===== src/rtl/core/biquad_highpass_filter_unit_assert.svh =====
// Assertion macros for the biquad high-pass filter unit.
// Each macro expects clk and rst to be in scope at the point of use.
`ifndef BIQUAD_HIGHPASS_FILTER_UNIT_ASSERT_SVH
`define BIQUAD_HIGHPASS_FILTER_UNIT_ASSERT_SVH

`ifndef SYNTHESIS

// Same-cycle implication, disabled during reset.
`define BHF_ASSERT_IMP(lbl, ante, cons, msg) \
  lbl: assert property (@(posedge clk) disable iff (rst) (ante) |-> (cons)) \
    else $error(msg);

// Next-cycle implication, disabled during reset.
`define BHF_ASSERT_NXT(lbl, ante, cons, msg) \
  lbl: assert property (@(posedge clk) disable iff (rst) (ante) |=> (cons)) \
    else $error(msg);

`else

`define BHF_ASSERT_IMP(lbl, ante, cons, msg)
`define BHF_ASSERT_NXT(lbl, ante, cons, msg)

`endif

`endif


===== src/rtl/core/bhf_pkg.sv =====
package bhf_pkg;

  localparam int COEF_BITS    = 32;
  localparam int COEF_FRAC    = 29;
  localparam int NUM_COEFS    = 5;
  localparam int CFG_IDX_BITS = 3;
  localparam int QUEUE_DEPTH  = 2;

  localparam logic signed [COEF_BITS-1:0] COEF_B0_RESET = 32'sh2000_0000;

  typedef enum logic [CFG_IDX_BITS-1:0] {
    REG_B0 = 3'd0,
    REG_B1 = 3'd1,
    REG_B2 = 3'd2,
    REG_A1 = 3'd3,
    REG_A2 = 3'd4
  } reg_index_t;

  typedef struct packed {
    logic signed [COEF_BITS-1:0] b0;
    logic signed [COEF_BITS-1:0] b1;
    logic signed [COEF_BITS-1:0] b2;
    logic signed [COEF_BITS-1:0] a1;
    logic signed [COEF_BITS-1:0] a2;
  } coef_set_t;

  typedef struct packed {
    logic chan;
    logic clear;
  } item_tag_t;

  typedef struct packed {
    logic pop;
    logic s1_valid;
    logic s1_adv;
  } back_status_t;

endpackage


===== src/rtl/core/bhf_front.sv =====
module bhf_front import bhf_pkg::*; #(
  parameter int CHANNELS    = 2,
  parameter int SAMPLE_BITS = 24,
  parameter int CIDX_W      = 1
) (
  input  logic                          clk,
  input  logic                          rst,
  input  logic                          in_valid,
  output logic                          in_ready,
  input  logic signed [SAMPLE_BITS-1:0] sample_in,
  input  logic                          channel,
  input  logic                          first_of_buffer,
  output logic                          q_valid,
  input  logic                          q_pop,
  output logic signed [SAMPLE_BITS-1:0] q_sample,
  output item_tag_t                     q_tag,
  output logic        [CIDX_W-1:0]      q_cidx
);

  localparam int PTR_W = (QUEUE_DEPTH > 1) ? $clog2(QUEUE_DEPTH) : 1;
  localparam int CNT_W = $clog2(QUEUE_DEPTH + 1);

  logic signed [SAMPLE_BITS-1:0] samples [QUEUE_DEPTH];
  item_tag_t                     tags    [QUEUE_DEPTH];
  logic        [CIDX_W-1:0]      cidxs   [QUEUE_DEPTH];
  logic [PTR_W-1:0] wr_ptr;
  logic [PTR_W-1:0] rd_ptr;
  logic [CNT_W-1:0] count;
  logic             push;
  logic             pop;
  logic [CIDX_W-1:0] cidx_in;
  item_tag_t         tag_in;

  // Fold the channel onto the available history sets.
  assign cidx_in      = (CHANNELS == 1) ? '0 : CIDX_W'(channel);
  assign tag_in.chan  = channel;
  assign tag_in.clear = first_of_buffer;

  assign in_ready = (count != CNT_W'(QUEUE_DEPTH));
  assign q_valid  = (count != '0);
  assign push     = in_valid && in_ready;
  assign pop      = q_pop && q_valid;

  assign q_sample = samples[rd_ptr];
  assign q_tag    = tags[rd_ptr];
  assign q_cidx   = cidxs[rd_ptr];

  always_ff @(posedge clk) begin
    if (push) begin
      samples[wr_ptr] <= sample_in;
      tags[wr_ptr]    <= tag_in;
      cidxs[wr_ptr]   <= cidx_in;
    end
  end

  always_ff @(posedge clk) begin
    if (rst) begin
      wr_ptr <= '0;
      rd_ptr <= '0;
      count  <= '0;
    end else begin
      if (push) begin
        wr_ptr <= PTR_W'(wr_ptr + 1'b1);
      end
      if (pop) begin
        rd_ptr <= PTR_W'(rd_ptr + 1'b1);
      end
      if (push && !pop) begin
        count <= CNT_W'(count + 1'b1);
      end else if (pop && !push) begin
        count <= CNT_W'(count - 1'b1);
      end
    end
  end

endmodule


===== config.mk =====
export PLATFORM = sky130hd
export DESIGN_NAME = bhf_front
export DESIGN_NICKNAME = d
export VERILOG_FILES = /design/src/rtl/core/biquad_highpass_filter_unit_assert.svh /design/src/rtl/core/bhf_pkg.sv /design/src/rtl/core/bhf_front.sv
export SDC_FILE = /design/constraint.sdc
export NUM_CORES = 1
export LEC_CHECK = 0
export BUFFER_PORTS_ARGS = -buffer_cell sky130_fd_sc_hd__buf_2
export CORE_UTILIZATION = 46
export CTS_CLUSTER_SIZE = 20
export DETAILED_ROUTE_END_ITERATION = 16
export HOLD_SLACK_MARGIN = 0.12
export PLACE_DENSITY = 0.75
export SYNTH_ARGS = -nofsm -noshare
export SYNTH_HDL_FRONTEND = slang
export SYNTH_SLANG_ARGS = --single-unit

===== constraint.sdc =====
create_clock -name clk -period 1.7 [get_ports clk]
set_input_delay 0 -clock clk [delete_from_list [all_inputs] [get_ports clk]]
set_output_delay 0 -clock clk [all_outputs]
set_load 0.005 [all_outputs]

; ---- Word level (Yosys, flattened, before mapping)
; Memories as Yosys holds them, arrays and structs flattened. A register that Yosys moved wholly into a read port is not among the register bits.
; Index checks and enable logic that the tools add are counted.
[op_classes]
eq_ne = 1
n_addsub = 4
n_reduce_logical = 8
n_mux = 10
[ops]
columns = cell, n
row1 = two-way mux 1 bit, 8
row2 = logical AND 1 bit, 4
row3 = two-way mux 2 bit, 2
row4 = nonzero test 2 bit, 2
row5 = adder 1 bit (second input constant), 2
row6 = adder 2 x 1 -> 2 bit (second input constant), 1
row7 = logical NOT 1 bit, 2
row8 = inequality test 2 bit (second input constant), 1
row9 = subtractor 2 x 1 -> 2 bit (second input constant), 1
[word_totals]
memories = 3
ff_bits = 4
mem_bits_rw = 54
wordCells = 29
[mem_list]
columns = memory, depth, width, rd, rd_ports_with_merged_regs, write_ports, line_no
row1 = samples, 2, 24, 1, 1, 1, bhf_front.sv:23  ; logic signed [SAMPLE_BITS-1:0] samples [QUEUE_DEPTH];
row2 = tags, 2, 2, 1, 1, 1, bhf_front.sv:24  ; item_tag_t tags [QUEUE_DEPTH];
row3 = cidxs, 2, 1, 1, 1, 1, bhf_front.sv:25  ; logic [CIDX_W-1:0] cidxs [QUEUE_DEPTH];

; ---- Depth between registers and ports, before layout
[logic_depth]
word_depth = 6
mapped_depth = 6
ltp_nobuf = 6

; ---- Worst setup path before layout
; OpenSTA, ideal clock, no wires.
[synth_path]
path_kind = flip-flop to flip-flop
start = register count[0]
end = memory samples[1][0] (enable)
slack_ns = 0.024
path_stages_with_launch = 3
required_time_ns = 1.315
arrival_time_ns = 1.291
n_path_buf = 0
setup_ns = 0.385
cell_sequence = dfxtp_1 nand2b_1 and3_1
[synth_between]
elab_chain_len = 4
[synth_lines]
columns = element, line_no
row1 = from (decl), bhf_front.sv:28  ; logic [CNT_W-1:0] count;
row2 = from (signal assigned), bhf_front.sv:69  ; count <= CNT_W'(count + 1'b1);
row3 = from (signal assigned), bhf_front.sv:71  ; count <= CNT_W'(count - 1'b1);
row4 = inequality test 2 bit, bhf_front.sv:39  ; assign in_ready = (count != CNT_W'(QUEUE_DEPTH));
row5 = net in_ready, bhf_front.sv:9  ; output logic in_ready,
row6 = logical AND 1 bit, bhf_front.sv:41  ; assign push = in_valid && in_ready;
row7 = two-way mux 1 bit, bhf_front.sv:49  ; if (push) begin
row8 = two-way mux 1 bit (not written as such), bhf_front.sv:50  ; samples[wr_ptr] <= sample_in;
row9 = to (decl), bhf_front.sv:23
; The timed path passes the listed nets, and every way through them passes these cells.

; ---- Final worst setup path
[layout_path]
start = register count[0]
end = register count[1]
[layout_between]
elab_chain_len = 5
elab_cells_between_ends = 13
cone_classes = add/sub (2) / eq/ne (1) / mux (2) / reduce/logical (8)
[layout_lines]
columns = element, line_no
row1 = inequality test 2 bit *, bhf_front.sv:39
row2 = logical AND 1 bit *, bhf_front.sv:41
row3 = net push, bhf_front.sv:29  ; logic push;
row4 = logical NOT 1 bit, bhf_front.sv:70  ; end else if (pop && !push) begin
row5 = logical AND 1 bit, bhf_front.sv:70
row6 = nonzero test 2 bit (no line), --
; Mark *: on every way through the listed nets, which the timed path passes. The rest lies on a longest branch. The select of a mux whose other input is x is not followed.
; A chain may end at the register's enable or synchronous reset.

==> out/results.txt <==
CP arrival: 1.82 ns
GRT Residual Overflow: 0
Seq cells post-synth: 57
Top cell type by total area after synthesis: edfxtp_1
Largest net degree at the start of global routing: 19
Synth Net Count: 137
Die Footprint: 4850 um^2
Overall Power: 3.94 mW
Synth top area cells: edfxtp_1, mux2_2, dfxtp_1, xor2_1, buf_4
Die Height: 69.6 um
Non-Filler Instances: 262
Type of origin of the critical path: flip-flop
VDD IR-drop max: 0.772 mV
Initial core utilization: 0.480
Die width: 69.6 um
Number of vias per cell: 4.79
Layout net count: 236
Worst Setup End Kind: flip-flop
Maximum level of the CTS H-tree: 3
Placeable Area: 4380 um^2
Final Hold Viols: 0
Pleak: 1.15 nW
# setup viols final: 0
DP Cell Count: 218
CTS tree: yes
Pins Over Slew Limit: 0
Synth Warn #: 0
Final setup TNS: 0 ns
Layout cells sized above 1: 0.500
Dpl cell area: 2480 um^2
Crit path max-delay family: simple AND/OR/NAND/NOR gates
Initial drt markers: 58
Clock buffer count from CTS: 9
Most used DFF post-synth: edfxtp_1
Max incr delay on CP: 0.35 ns
RSZ-0062 raised after global routing: false
WL final: 3710 um
Post-Syn Area per Cell: 19.9 um^2
Critical-path cell list: nand2b_4 -> and2_1 -> ha_1 -> or3_1 -> a21oi_1
Setup WS post-layout: 0.136 ns
Slowest cell on crit path: dfxtp_1
DRT antenna net count: 0
Total of max-cap violations: 0
Area grow syn2layout: 39.9%
Rows: 24
Period Utilization, post-route: 0.920
Crit Path Category: reg -> reg
Worst-Margin Slew: 0.317 ns
DRT Pass-1 Iters: 5
Root buffer cell: clkbuf_8
Gpl congestion: 0.713
Longest Clk Path Bufs: 2
Initial antenna violation count: 0
Design area: 2940 um^2
Yosys top cell area share: 0.742
Async set or reset register ratio after synthesis: 0
Clk Latency, worst-skew pair: 0.32 ns
Total GRT Usage: 0.174
Yosys cell types: 18
Post-place setup slack: 0.0840 ns
Tmin final: 1.56 ns
Pwr Density: 1340 nW/um^2
Mapped Cells: 106
Count leader, synth: edfxtp_1
Sequential element share of the synthesized area: 0.790
Post-DP HPWL: 2400 um
CP required: 1.95 ns
Top cells by count, synth: edfxtp_1, mux2_2, dfxtp_1
Antenna fix cells: 0
First-pass GRT wire length: 6200 um
# IOs: 59
Number of flops mapped to enable cells by yosys: 52
Post-CTS Setup Bufs: 0
Outcome: complete, no violations
Vias: 1254
Vias in the first global route: 1372
DRC: 0
Rel. slew slack: 0.787
Final Skew: 0.00299 ns
CP Max Fanout: 5
WL per Instance: 14.2 um
Clock sinks: 57
Cell area after synthesis: 2100 um^2
CTS clock-pin slew for the worst setup and hold paths: 0.06 ns
I/O Buffers: 58
CP bufs+invs: 0
Fmax: 639 MHz
Hold WC Path Type: in -> reg
[sequential cells by signal (all words and copies together), names as in the netlist, named ones only]
name and cells:
tags 4, samples 48, wr_ptr 1, count 2
rd_ptr 1
[layer usage]
metal  part of all wire  wire length, um  vias to the layer above  global-route usage
li1                   -                -                      604                   -
met5                  0                0                        -                   0
met2               0.52             1920                       45               0.298
met4              0.015               55                        0              0.0667
met1               0.41             1500                      598               0.185
met3              0.062              231                        7              0.0814
[cells by family (layout without fill, tap and decap cells)]
group / after synthesis / after routing / synth area share
simple gates: 9 / 9 / 0.0238
mux: 26 / 26 / 0.139
xor+xnor: 3 / 3 / 0.0125
buf+inv: 5 / 109 / 0.0149
compound gates: 5 / 5 / 0.0143
flops: 57 / 57 / 0.790
fa+ha+maj: 1 / 1 / 0.00594
[power breakdown]
part | total, mW | internal [mW] | switching [mW]
clock | 1.13 | 0.659 | 0.467
combinational | 0.982 | 0.540 | 0.442
sequential | 1.83 | 1.76 | 0.0727
[stage by stage]
step | utilization | hold slack (ns)
finish | 0.672 | 0.138
global route | 0.672 | 0.148
CTS | 0.670 | 0.127
detailed placement | 0.565 | 0.192
global placement | 0.565 | 0.188
floorplan | - | 0.0691
[path summary, 6_finish.rpt]
check	start	to	slack, ns	depth (start not counted)
worst min-delay path	q_pop	flip-flop	0.14	4
worst max-delay path	count[0]$_SDFFE_PP0P_	count[1]$_SDFFE_PP0P_	0.14	5
worst min register to register	count[1]$_SDFFE_PP0P_	count[1]$_SDFFE_PP0P_	0.53	2
worst max register to register	count[0]$_SDFFE_PP0P_	count[1]$_SDFFE_PP0P_	0.14	5
[placed cells by master, fill, tap and decap left out, drive strengths merged]
| cell type | n |
|---|---|
| dfxtp | 5 |
| edfxtp | 52 |
| and3 | 1 |
| buf | 64 |
| and2 | 1 |
| a21oi | 2 |
| bufinv | 1 |
| nor2 | 3 |
| o21ai | 2 |
| xor2 | 3 |
| or2 | 1 |
| mux2 | 26 |
| inv | 1 |
| ha | 1 |
| nand2b | 1 |
| a21bo | 1 |
| or3 | 1 |
| dlygate4sd3 | 28 |
| clkbuf | 11 |
| nand3b | 1 |
| clkinv | 4 |
[cell type report]
class	instances	area, um^2
clock buffer	11	131
clock inverter	5	46.3
fill	311	1440
inverter	1	3.75
multi-input combinational	44	419
sequential	57	1660
tap	52	65.1
timing repair buffer	92	616
[timing repair]
action | CTS | global route
resized for setup | 0 | 2
endpoints found under the setup margin | 0 | 1
hold buffers | 28 | 0
hold endpoints to repair | 57 | 0
[worst register-to-register path, delay by kind of cell, from the launching register on]
family / cells / cell delay [ns]
AND/OR/NAND/NOR: 3 / 0.68
flip-flops: 1 / 0.35
adder cells (fa/ha/maj): 1 / 0.33
AO/OA/AOI/OAI: 1 / 0.13
(Power assumes the default switching activity.)
